===== src/rtl/hcbd_pkg.sv =====
// Shared types and constants for the chunked body decoder.
// No dependencies; imported by hcbd_hex and http_chunked_body_decoder.
package hcbd_pkg;

    localparam int SIZE_BITS_DEF = 32;

    localparam logic [7:0] CH_CR    = 8'h0D;
    localparam logic [7:0] CH_LF    = 8'h0A;
    localparam logic [7:0] CH_SP    = 8'h20;
    localparam logic [7:0] CH_TAB   = 8'h09;
    localparam logic [7:0] CH_VT    = 8'h0B;
    localparam logic [7:0] CH_FF    = 8'h0C;
    localparam logic [7:0] CH_DIG0  = 8'h30;
    localparam logic [7:0] CH_DIG9  = 8'h39;
    localparam logic [7:0] CH_LC_A  = 8'h61;
    localparam logic [7:0] CH_LC_F  = 8'h66;
    localparam logic [7:0] CH_UC_A  = 8'h41;
    localparam logic [7:0] CH_UC_F  = 8'h46;
    localparam logic [7:0] CH_LC_X  = 8'h78;
    localparam logic [7:0] CH_UC_X  = 8'h58;

    // Size line progress
    typedef enum logic [1:0] {
        HS_LEAD   = 2'd0,
        HS_ZERO   = 2'd1,
        HS_DIGITS = 2'd2,
        HS_SKIP   = 2'd3
    } hex_stage_t;

endpackage


===== src/rtl/hcbd_hex.sv =====
// Size line byte parser: blank/prefix skipping and saturating hex accumulate.
// Depends on hcbd_pkg.
module hcbd_hex
    import hcbd_pkg::*;
#(
    parameter int SIZE_BITS = SIZE_BITS_DEF
) (
    input  logic [7:0]           data_byte,
    input  hex_stage_t           stage,
    input  logic [SIZE_BITS-1:0] count,
    output hex_stage_t           stage_next,
    output logic [SIZE_BITS-1:0] count_next
);

    logic                 is_num;
    logic                 is_alpha;
    logic                 hex_ok;
    logic                 blank;
    logic                 is_x;
    logic [3:0]           digit;
    logic                 sat;
    logic [SIZE_BITS-1:0] acc;

    assign is_num   = (data_byte >= CH_DIG0) && (data_byte <= CH_DIG9);
    assign is_alpha = ((data_byte >= CH_LC_A) && (data_byte <= CH_LC_F)) ||
                      ((data_byte >= CH_UC_A) && (data_byte <= CH_UC_F));
    assign hex_ok   = is_num || is_alpha;
    assign digit    = is_num ? data_byte[3:0] : data_byte[3:0] + 4'd9;
    assign blank    = (data_byte == CH_SP) || (data_byte == CH_TAB) ||
                      (data_byte == CH_LF) || (data_byte == CH_VT) ||
                      (data_byte == CH_FF);
    assign is_x     = (data_byte == CH_LC_X) || (data_byte == CH_UC_X);

    // count*16+digit overflows exactly when the top nibble is non-zero
    assign sat = |count[SIZE_BITS-1:SIZE_BITS-4];
    assign acc = sat ? {SIZE_BITS{1'b1}} : {count[SIZE_BITS-5:0], digit};

    always_comb begin
        stage_next = stage;
        count_next = count;
        unique case (stage)
            HS_LEAD: begin
                if (!blank) begin
                    if (!hex_ok) begin
                        stage_next = HS_SKIP;
                    end else begin
                        count_next = acc;
                        stage_next = (digit == 4'd0) ? HS_ZERO : HS_DIGITS;
                    end
                end
            end
            HS_ZERO: begin
                if (is_x) begin
                    stage_next = HS_DIGITS;
                end else if (!hex_ok) begin
                    stage_next = HS_SKIP;
                end else begin
                    count_next = acc;
                    stage_next = HS_DIGITS;
                end
            end
            HS_DIGITS: begin
                if (!hex_ok) begin
                    stage_next = HS_SKIP;
                end else begin
                    count_next = acc;
                end
            end
            default: begin
                stage_next = stage;
            end
        endcase
    end

endmodule


===== src/rtl/http_chunked_body_decoder.sv =====
// Chunked body decoder: one result transaction per input byte.
// The result is registered and presented on the m_ side in the cycle after the input transaction.
// Throughput: one byte per cycle while m_tready is high; the output register is reloaded as it drains.
// Framing state updates in the same cycle the byte is taken.
// Reset: synchronous active-low aresetn returns to the size line, count zero.
// Depends on hcbd_pkg and hcbd_hex.
module http_chunked_body_decoder
    import hcbd_pkg::*;
#(
    parameter int SIZE_BITS = SIZE_BITS_DEF
) (
    input  logic        aclk,
    input  logic        aresetn,
    input  logic        s_tvalid,
    output logic        s_tready,
    input  logic [7:0]  s_tdata,   // [7:0] data_byte
    output logic        m_tvalid,
    input  logic        m_tready,
    output logic [15:0] m_tdata    // [7:0] payload_byte, [8] is_payload, [9] byte_taken,
                                   // [10] message_done, [11] framing_error, [15:12] zero
);

    typedef enum logic [3:0] {
        PH_SIZE     = 4'd0,
        PH_SIZE_LF  = 4'd1,
        PH_DATA     = 4'd2,
        PH_DATA_CR  = 4'd3,
        PH_DATA_LF  = 4'd4,
        PH_TRAILER  = 4'd5,
        PH_FINAL_LF = 4'd6,
        PH_DONE     = 4'd7,
        PH_ERROR    = 4'd8
    } phase_t;

    phase_t               phase_reg, phase_next;
    hex_stage_t           hex_stage_reg, hex_stage_next;
    logic [SIZE_BITS-1:0] count_reg, count_next;
    hex_stage_t           hex_stage_upd;
    logic [SIZE_BITS-1:0] count_upd;
    logic [SIZE_BITS-1:0] count_dec;

    logic                 m_tvalid_reg;
    logic [7:0]           payload_reg, payload_next;
    logic                 is_payload_reg, is_payload_next;
    logic                 taken_reg, taken_next;
    logic                 done_reg;
    logic                 error_reg;
    logic                 s_fire;

    assign s_tready = !m_tvalid_reg || m_tready;
    assign s_fire   = s_tvalid && s_tready;
    assign m_tvalid = m_tvalid_reg;
    assign m_tdata  = {4'b0, error_reg, done_reg, taken_reg, is_payload_reg, payload_reg};

    hcbd_hex #(
        .SIZE_BITS (SIZE_BITS)
    ) u_hex (
        .data_byte  (s_tdata),
        .stage      (hex_stage_reg),
        .count      (count_reg),
        .stage_next (hex_stage_upd),
        .count_next (count_upd)
    );

    assign count_dec = (count_reg != '0) ? count_reg - SIZE_BITS'(1) : count_reg;

    always_comb begin
        phase_next      = phase_reg;
        hex_stage_next  = hex_stage_reg;
        count_next      = count_reg;
        payload_next    = 8'h00;
        is_payload_next = 1'b0;
        taken_next      = 1'b1;
        unique case (phase_reg)
            PH_SIZE: begin
                if (s_tdata == CH_CR) begin
                    phase_next = PH_SIZE_LF;
                end else begin
                    hex_stage_next = hex_stage_upd;
                    count_next     = count_upd;
                end
            end
            PH_SIZE_LF: begin
                if (s_tdata != CH_LF) begin
                    phase_next = PH_ERROR;
                    taken_next = 1'b0;
                end else begin
                    hex_stage_next = HS_LEAD;
                    phase_next     = (count_reg == '0) ? PH_TRAILER : PH_DATA;
                end
            end
            PH_DATA: begin
                payload_next    = s_tdata;
                is_payload_next = 1'b1;
                count_next      = count_dec;
                if (count_dec == '0) begin
                    phase_next = PH_DATA_CR;
                end
            end
            PH_DATA_CR: begin
                if (s_tdata != CH_CR) begin
                    phase_next = PH_ERROR;
                    taken_next = 1'b0;
                end else begin
                    phase_next = PH_DATA_LF;
                end
            end
            PH_DATA_LF: begin
                if (s_tdata != CH_LF) begin
                    phase_next = PH_ERROR;
                    taken_next = 1'b0;
                end else begin
                    phase_next     = PH_SIZE;
                    hex_stage_next = HS_LEAD;
                    count_next     = '0;
                end
            end
            PH_TRAILER: begin
                if (s_tdata == CH_CR) begin
                    phase_next = PH_FINAL_LF;
                end
            end
            PH_FINAL_LF: begin
                if (s_tdata != CH_LF) begin
                    phase_next = PH_ERROR;
                    taken_next = 1'b0;
                end else begin
                    phase_next = PH_DONE;
                end
            end
            PH_DONE: begin
                taken_next = 1'b0;
            end
            default: begin
                phase_next = PH_ERROR;
                taken_next = 1'b0;
            end
        endcase
    end

    always_ff @(posedge aclk) begin
        if (!aresetn) begin
            phase_reg     <= PH_SIZE;
            hex_stage_reg <= HS_LEAD;
            count_reg     <= '0;
            m_tvalid_reg  <= 1'b0;
        end else begin
            if (s_fire) begin
                phase_reg      <= phase_next;
                hex_stage_reg  <= hex_stage_next;
                count_reg      <= count_next;
                m_tvalid_reg   <= 1'b1;
                payload_reg    <= payload_next;
                is_payload_reg <= is_payload_next;
                taken_reg      <= taken_next;
                done_reg       <= (phase_next == PH_DONE);
                error_reg      <= (phase_next == PH_ERROR);
            end else if (m_tready) begin
                m_tvalid_reg  <= 1'b0;
            end
        end
    end

    // Done and error never coexist in one result
    a_done_err_excl: assert property (@(posedge aclk) disable iff (!aresetn)
        m_tvalid_reg |-> !(done_reg && error_reg))
        else $error("done and error both set");

    // Payload bytes are always taken and only while framing is healthy
    a_payload_taken: assert property (@(posedge aclk) disable iff (!aresetn)
        (m_tvalid_reg && is_payload_reg) |-> (taken_reg && !done_reg && !error_reg))
        else $error("payload byte with bad status");

    // A byte is only refused once the message is finished or broken
    a_refusal_cause: assert property (@(posedge aclk) disable iff (!aresetn)
        (m_tvalid_reg && !taken_reg) |-> (done_reg || error_reg))
        else $error("byte refused without cause");

    // Terminal phases are sticky until reset
    a_done_sticky: assert property (@(posedge aclk) disable iff (!aresetn)
        (phase_reg == PH_DONE) |=> (phase_reg == PH_DONE))
        else $error("left done phase");

    a_error_sticky: assert property (@(posedge aclk) disable iff (!aresetn)
        (phase_reg == PH_ERROR) |=> (phase_reg == PH_ERROR))
        else $error("left error phase");

endmodule

===== config.mk =====
export PLATFORM = sky130hd
export DESIGN_NAME = http_chunked_body_decoder
export DESIGN_NICKNAME = d
export VERILOG_FILES = /design/src/rtl/hcbd_pkg.sv /design/src/rtl/hcbd_hex.sv /design/src/rtl/http_chunked_body_decoder.sv
export SDC_FILE = /design/constraint.sdc
export NUM_CORES = 1
export LEC_CHECK = 0
export BUFFER_PORTS_ARGS = -buffer_cell sky130_fd_sc_hd__buf_2
export CORE_MARGIN = 3
export CORE_UTILIZATION = 38
export CTS_CLUSTER_DIAMETER = 150
export DETAILED_ROUTE_END_ITERATION = 10
export GPL_TIMING_DRIVEN = 0
export PLACE_DENSITY_LB_ADDON = 0.2
export SLEW_MARGIN = 20
export SYNTH_ARGS = -nofsm -noshare
export SYNTH_HDL_FRONTEND = slang
export SYNTH_SLANG_ARGS = --single-unit

===== constraint.sdc =====
create_clock -name aclk -period 5.5 [get_ports aclk]
set_input_delay 0.825 -clock aclk [delete_from_list [all_inputs] [get_ports aclk]]
set_output_delay 0.825 -clock aclk [all_outputs]
set_load 0.01 [all_outputs]

==> impl_metrics.env, run 1 <==
export IMPL_dp_final_hpwl_um=10100
export IMPL_rows=37
export IMPL_power_density_nw_per_um2=286
export IMPL_critPathBufInv=3
export IMPL_cts_made_buffers=5
export IMPL_tritoncts="yes"
export IMPL_holdWs_ps=484
export IMPL_die_width_um=110
export IMPL_gp_congestion=0.955
export IMPL_worstPathRequired_ps=5680
export IMPL_fill_cells=1107
export IMPL_fin_skew_ps=13.4
export IMPL_cts_setup_buffers=0
export IMPL_drv_slew=0
export IMPL_die_h_um=110
export IMPL_cts_root_buf="clkbuf_8"
export IMPL_setup_viol=0
export IMPL_grt_setup_unrepaired="false"
export IMPL_layout_nets=588
export IMPL_placedCellCount=697
export IMPL_drt_total_wl_um=14300
export IMPL_path_clk_slew_ps=100
export IMPL_worstMarginPinSlew_ps=1040
export IMPL_vias=4514
export IMPL_grt_pass1_vias=4311
export IMPL_overflow=0
export IMPL_ir_drop_v=0.000125
export IMPL_first_iter_violations=400
export IMPL_p_leak_nw=1.64
export IMPL_power_mw=1.29
export IMPL_grt_start_max_net_pins=16
export IMPL_core_um2=10500
export IMPL_grtUsageTotal_pct=22.8
export IMPL_initial_utilization_pct=39.6
export IMPL_wl_per_cell_um=20.2
export IMPL_diodes=0
export IMPL_max_stage_delay_ps=630
export IMPL_clock_sinks=51
export IMPL_drive_gt1_share_pct=14.9
export IMPL_critPathLaunchType="input pin"
export IMPL_antenna_found_initial=0
export IMPL_io_pins=30
export IMPL_tns_ps=0
export IMPL_holdBufCountCts=0
export IMPL_outcome="finished clean"
export IMPL_crit_fanout=10
export IMPL_die_area_um2=12200
export IMPL_period_needed_ps=3310
export IMPL_regArea_um2=1140
export IMPL_synth_cell_type_count=84
export IMPL_crit_chain="buf_2 -> inv_1 -> ha_1 -> o21bai_1 -> a2111oi_4 -> o21ai_2 -> a211oi_4 -> buf_4 -> o21ai_0 -> a22oi_1 -> nor2_1"
export IMPL_arrival_ps=3490
export IMPL_hp_class="flop to flop"
export IMPL_cts_resized=0
export IMPL_synth_area_um2=4150
export IMPL_synth_ff_type="dfxtp_1"
export IMPL_fin_util_pct=43.3
export IMPL_grt_pass1_wl_um=22800
export IMPL_synth_top_area_cell="dfxtp_1"
export IMPL_hold_viol=0
export IMPL_ys_top_cells_by_area="dfxtp_1, edfxtp_1, o21ai_0, nor2_1, a21oi_1"
export IMPL_critPathKind="input pin to flop"
export IMPL_postRouteAntennaNets=0
export IMPL_end_kind="flop"
export IMPL_multi_input_area_um2=2680
export IMPL_synth_warning_count=0
export IMPL_synth_cells=534
export IMPL_drv_cap=0
export IMPL_firstDrtPassIters=6
export IMPL_ys_ff_latch=51
export IMPL_h_tree_depth=2
export IMPL_drc=0
export IMPL_largest_reg_flops=32
export IMPL_yosysSeqAreaShare_pct=27.5
export IMPL_numPortBuffers=24
export IMPL_relSlewSlack_pct=30.0
export IMPL_clk_path_buf_depth=2
export IMPL_crit_slowest_cell="a2111oi_4"
export IMPL_syn2layout_area_growth_pct=9.29
export IMPL_synth_area_per_cell_um2=7.76
export IMPL_synthTopCellsByCount="nor2_1, o21ai_0, nand2_1"
export IMPL_clk_latency_ps=320
export IMPL_async_reset_ff_share_pct=0
export IMPL_synth_edff_count=12
export IMPL_critical_path_top_delay_family="compound AO/OA/AOI/OAI gates"
export IMPL_finalCritPeriodShare_pct=60.2
export IMPL_fmax_mhz=302
export IMPL_fin_cells=705
export IMPL_via_per_inst=6.40
export IMPL_synth_top_area_share_pct=18.8
layout make-up:
type | count | area share [%]
clock inverter | 3 | 0.331
buffer | 48 | 6.07
tap | 136 | 3.75
multi-input combinational | 422 | 59.2
sequential | 51 | 25.2
clock buffer | 5 | 1.52
inverter | 16 | 1.33
timing repair buffer | 24 | 2.65
kinds of logic (layout without fill, tap and decap cells):
family                     Yosys count  after routing  share of synthesized area [%]
DFF                                 51             51                           27.5
xor gates and xnor gates            12             12                           2.53
and+or+nand+nor                    203            203                           26.9
adders and majority gates            8              8                           2.41
AOI/OAI and AO/OA                  193            193                           31.9
other                                1              4                         0.0904
muxes                                2              2                          0.513
buffers and inverters               64             96                           8.09
layer usage:
metal  GRT usage (%)  vias to the layer above  routed length [um]
li1                -                     2057                   -
met1            29.6                     2100                5840
met2            36.5                      315                6510
met3            5.42                       42                1510
met4            8.95                        0                 401
met5               0                        -                   0
per-stage QoR:
stage                     area [um^2]  worst slack (ps)
after CTS                        4530              2210
final                            4530              2190
after detailed placement         4450              1860
after global routing             4530              2000
after floorplan                  4160              2610
after global placement           4450              1920
worst paths after layout:
path                                  startpoint               end  slack [ps]  depth (start not counted)
worst max-delay path                  s_tdata[1]     count_reg[17]        2190                         11
worst min-delay path            hex_stage_reg[1]  hex_stage_reg[1]         480                          2
worst max register to register      count_reg[0]      phase_reg[0]        2220                          9
worst min register to register  hex_stage_reg[1]  hex_stage_reg[1]         480                          2
report_power, final:
group          internal (mW)  switching (mW)  leakage, nW
Sequential             0.402          0.0211        0.429
Combinational          0.217           0.427         1.17
Clock                 0.0870           0.139       0.0392
Total                  0.707           0.587         1.64
layout by cell type, fill, tap and decap left out, drive strengths merged, types with 7 or more instances in the layout:
cell type | Yosys | routed
nand4 | 8 | 8
a22oi | 11 | 11
nand3 | 11 | 11
and2 | 11 | 11
nand2 | 42 | 42
dfxtp | 39 | 39
edfxtp | 12 | 12
clkbuf | 20 | 25
inv | 16 | 16
nor2 | 57 | 57
xnor2 | 8 | 8
nor3 | 22 | 22
a21oi | 34 | 34
o21ai | 60 | 60
o211ai | 7 | 7
a31oi | 11 | 11
ha | 8 | 8
o31ai | 15 | 15
buf | 28 | 52
nor4 | 14 | 14
worst register-to-register path, stage by stage (launching register included):
cell and delay (ps):
dfxtp_1 370, inv_1 130, ha_1 200, nor4b_1 850
nand4_2 450, nor3_4 390, nor2_1 90, o31ai_1 310
nand4_1 180, o31ai_2 240
Power figures use the tool's default switching activity.
==> run 2: changes to the inputs <==
==> constraint.sdc (replaced) <==
create_clock -name aclk -period 3.2 [get_ports aclk]
set_input_delay 0.48 -clock aclk [delete_from_list [all_inputs] [get_ports aclk]]
set_output_delay 0.48 -clock aclk [all_outputs]
set_load 0.01 [all_outputs]
==> run 2 against run 1 <==
First-iteration DRC count grew 25%. Via count shrank 1.1%. Worst hold slack lost 84 ps. Global-route usage is essentially flat. Highest routed layer unchanged. Clock-buffer cell count is the same. Setup slack lost 1900 ps. Sequential power grew 72%. Die area is the same.
==> impl_metrics.env, run 2 (synthesis results as in run 1) <==
export IMPL_outcome="finished clean"
export IMPL_fill_cells=1109
export IMPL_hp_class="input pin to flop"
export IMPL_die_width_um=110
export IMPL_critPathKind="input pin to flop"
export IMPL_vias=4463
export IMPL_grtUsageTotal_pct=22.8
export IMPL_final_cell_mix="nor2_1, o21ai_0, nand2_1"
export IMPL_multi_input_area_um2=2690
export IMPL_worstRegToRegCells=10
export IMPL_end_kind="flop"
export IMPL_detailed_place_area_um2=4450
export IMPL_diodes=0
export IMPL_io_pins=30
export IMPL_wl_per_cell_um=20.3
export IMPL_cts_root_buf="clkbuf_8"
export IMPL_crit_chain="buf_2 -> inv_1 -> ha_1 -> o21bai_1 -> a2111oi_4 -> o21ai_2 -> a211oi_4 -> buf_4 -> o21ai_0 -> a22oi_1 -> nor2_1"
export IMPL_ir_drop_v=0.000209
export IMPL_hold_viol=0
export IMPL_h_tree_depth=2
export IMPL_drv_cap=0
export IMPL_fmax_mhz=339
export IMPL_die_area_um2=12200
export IMPL_cts_resized=0
export IMPL_largest_reg_flops=32
export IMPL_pwr_share_seq_pct=32.9
export IMPL_layout_nets=588
export IMPL_switchingPower_mw=0.998
export IMPL_initial_utilization_pct=39.6
export IMPL_grt_setup_unrepaired="false"
export IMPL_first_iter_violations=498
export IMPL_via_per_inst=6.33
export IMPL_gp_congestion=0.955
export IMPL_dp_final_hpwl_um=10100
export IMPL_fin_util_pct=43.4
export IMPL_wl_met3_um=1480
export IMPL_firstDrtPassIters=6
export IMPL_swShare_pct=45.1
export IMPL_antenna_found_initial=0
export IMPL_setup_viol=0
export IMPL_highest_layer="met4"
export IMPL_drive_gt1_share_pct=15.1
export IMPL_stdcell_area_um2=4540
export IMPL_p_int_mw=1.22
export IMPL_crit_slowest_cell="a2111oi_4"
export IMPL_p_leak_nw=1.64
export IMPL_clk_latency_ps=320
export IMPL_rows=37
export IMPL_overflow=0
export IMPL_holdBufCountCts=0
export IMPL_clk_path_buf_depth=2
export IMPL_postRouteAntennaNets=0
export IMPL_fin_skew_ps=12.1
export IMPL_core_um2=10500
export IMPL_relSlewSlack_pct=34.8
export IMPL_regArea_um2=1140
export IMPL_drv_slew=0
export IMPL_wl_met2_um=6650
export IMPL_max_stage_delay_ps=630
export IMPL_finalCritPeriodShare_pct=92.2
export IMPL_grt_start_max_net_pins=16
export IMPL_drc=0
export IMPL_pwr_share_comb_pct=49.9
export IMPL_period_needed_ps=2950
export IMPL_drt_total_wl_um=14300
export IMPL_die_h_um=110
export IMPL_arrival_ps=3130
export IMPL_whs_path_depth=3
export IMPL_numPortBuffers=24
export IMPL_setup_ws_ps=248
export IMPL_worstMarginPinSlew_ps=974
export IMPL_cts_made_buffers=5
export IMPL_power_density_nw_per_um2=488
export IMPL_tritoncts="yes"
export IMPL_cts_setup_buffers=0
export IMPL_path_clk_slew_ps=100
export IMPL_crit_fanout=10
export IMPL_clock_power_share_pct=17.2
export IMPL_dpl_worst_slack_ps=-93.6
export IMPL_grt_pass1_vias=4306
export IMPL_critPathLaunchType="input pin"
export IMPL_grt_pass1_wl_um=22800
export IMPL_drt_met1_wl_um=5750
export IMPL_clock_sinks=51
export IMPL_syn2layout_area_growth_pct=9.44
export IMPL_worstPathRequired_ps=3380
run 2: power by group through the flow:
stage          combinational, mW  clock, mW  sequential (mW)
4_1_cts                     1.07      0.398            0.726
3_5_place_dp                1.06          0            0.741
3_3_place_gp                1.06          0            0.741
6_report                    1.10      0.381            0.728
5_1_grt                     1.19      0.419            0.732
2_1_floorplan              0.780          0            0.735
run 2: cell type report:
class	instances	area share (%)
tap	136	3.75
inverter	16	1.32
sequential	51	25.1
timing repair buffer	24	2.65
buffer	48	6.07
clock inverter	3	0.331
multi-input combinational	422	59.2
clock buffer	5	1.52
run 2: per-layer routing:
layer / global-route usage, % / up-vias
li1: - / 2054
met1: 29.4 / 2103
met2: 36.7 / 268
met3: 5.42 / 38
met4: 8.78 / 0
met5: 0 / -
run 2: final timing paths:
path | start | end | slack, ps
worst min-delay path | s_tvalid | m_tvalid | 400
worst min register to register | hex_stage_reg[1] | hex_stage_reg[1] | 480
worst max register to register | count_reg[0] | phase_reg[0] | 330
worst max-delay path | s_tdata[1] | count_reg[17] | 250
run 2: metrics by stage:
step / TNS, ps / power, mW / hold slack [ps] / cells
3_3_place_gp: -43.7 / 1.80 / 466 / 697
3_5_place_dp: -349 / 1.80 / 474 / 697
5_1_grt: 0 / 2.34 / 428 / 705
6_report: 0 / 2.21 / 400 / 705
4_1_cts: 0 / 2.19 / 395 / 705
2_1_floorplan: 0 / 1.51 / 449 / 537
run 2: critical path: cells and delay by family:
kind	cells	cell delay (ps)
compound gates	6	1770
buf+inv	3	540
simple gates	1	50
fa+ha+maj	1	280
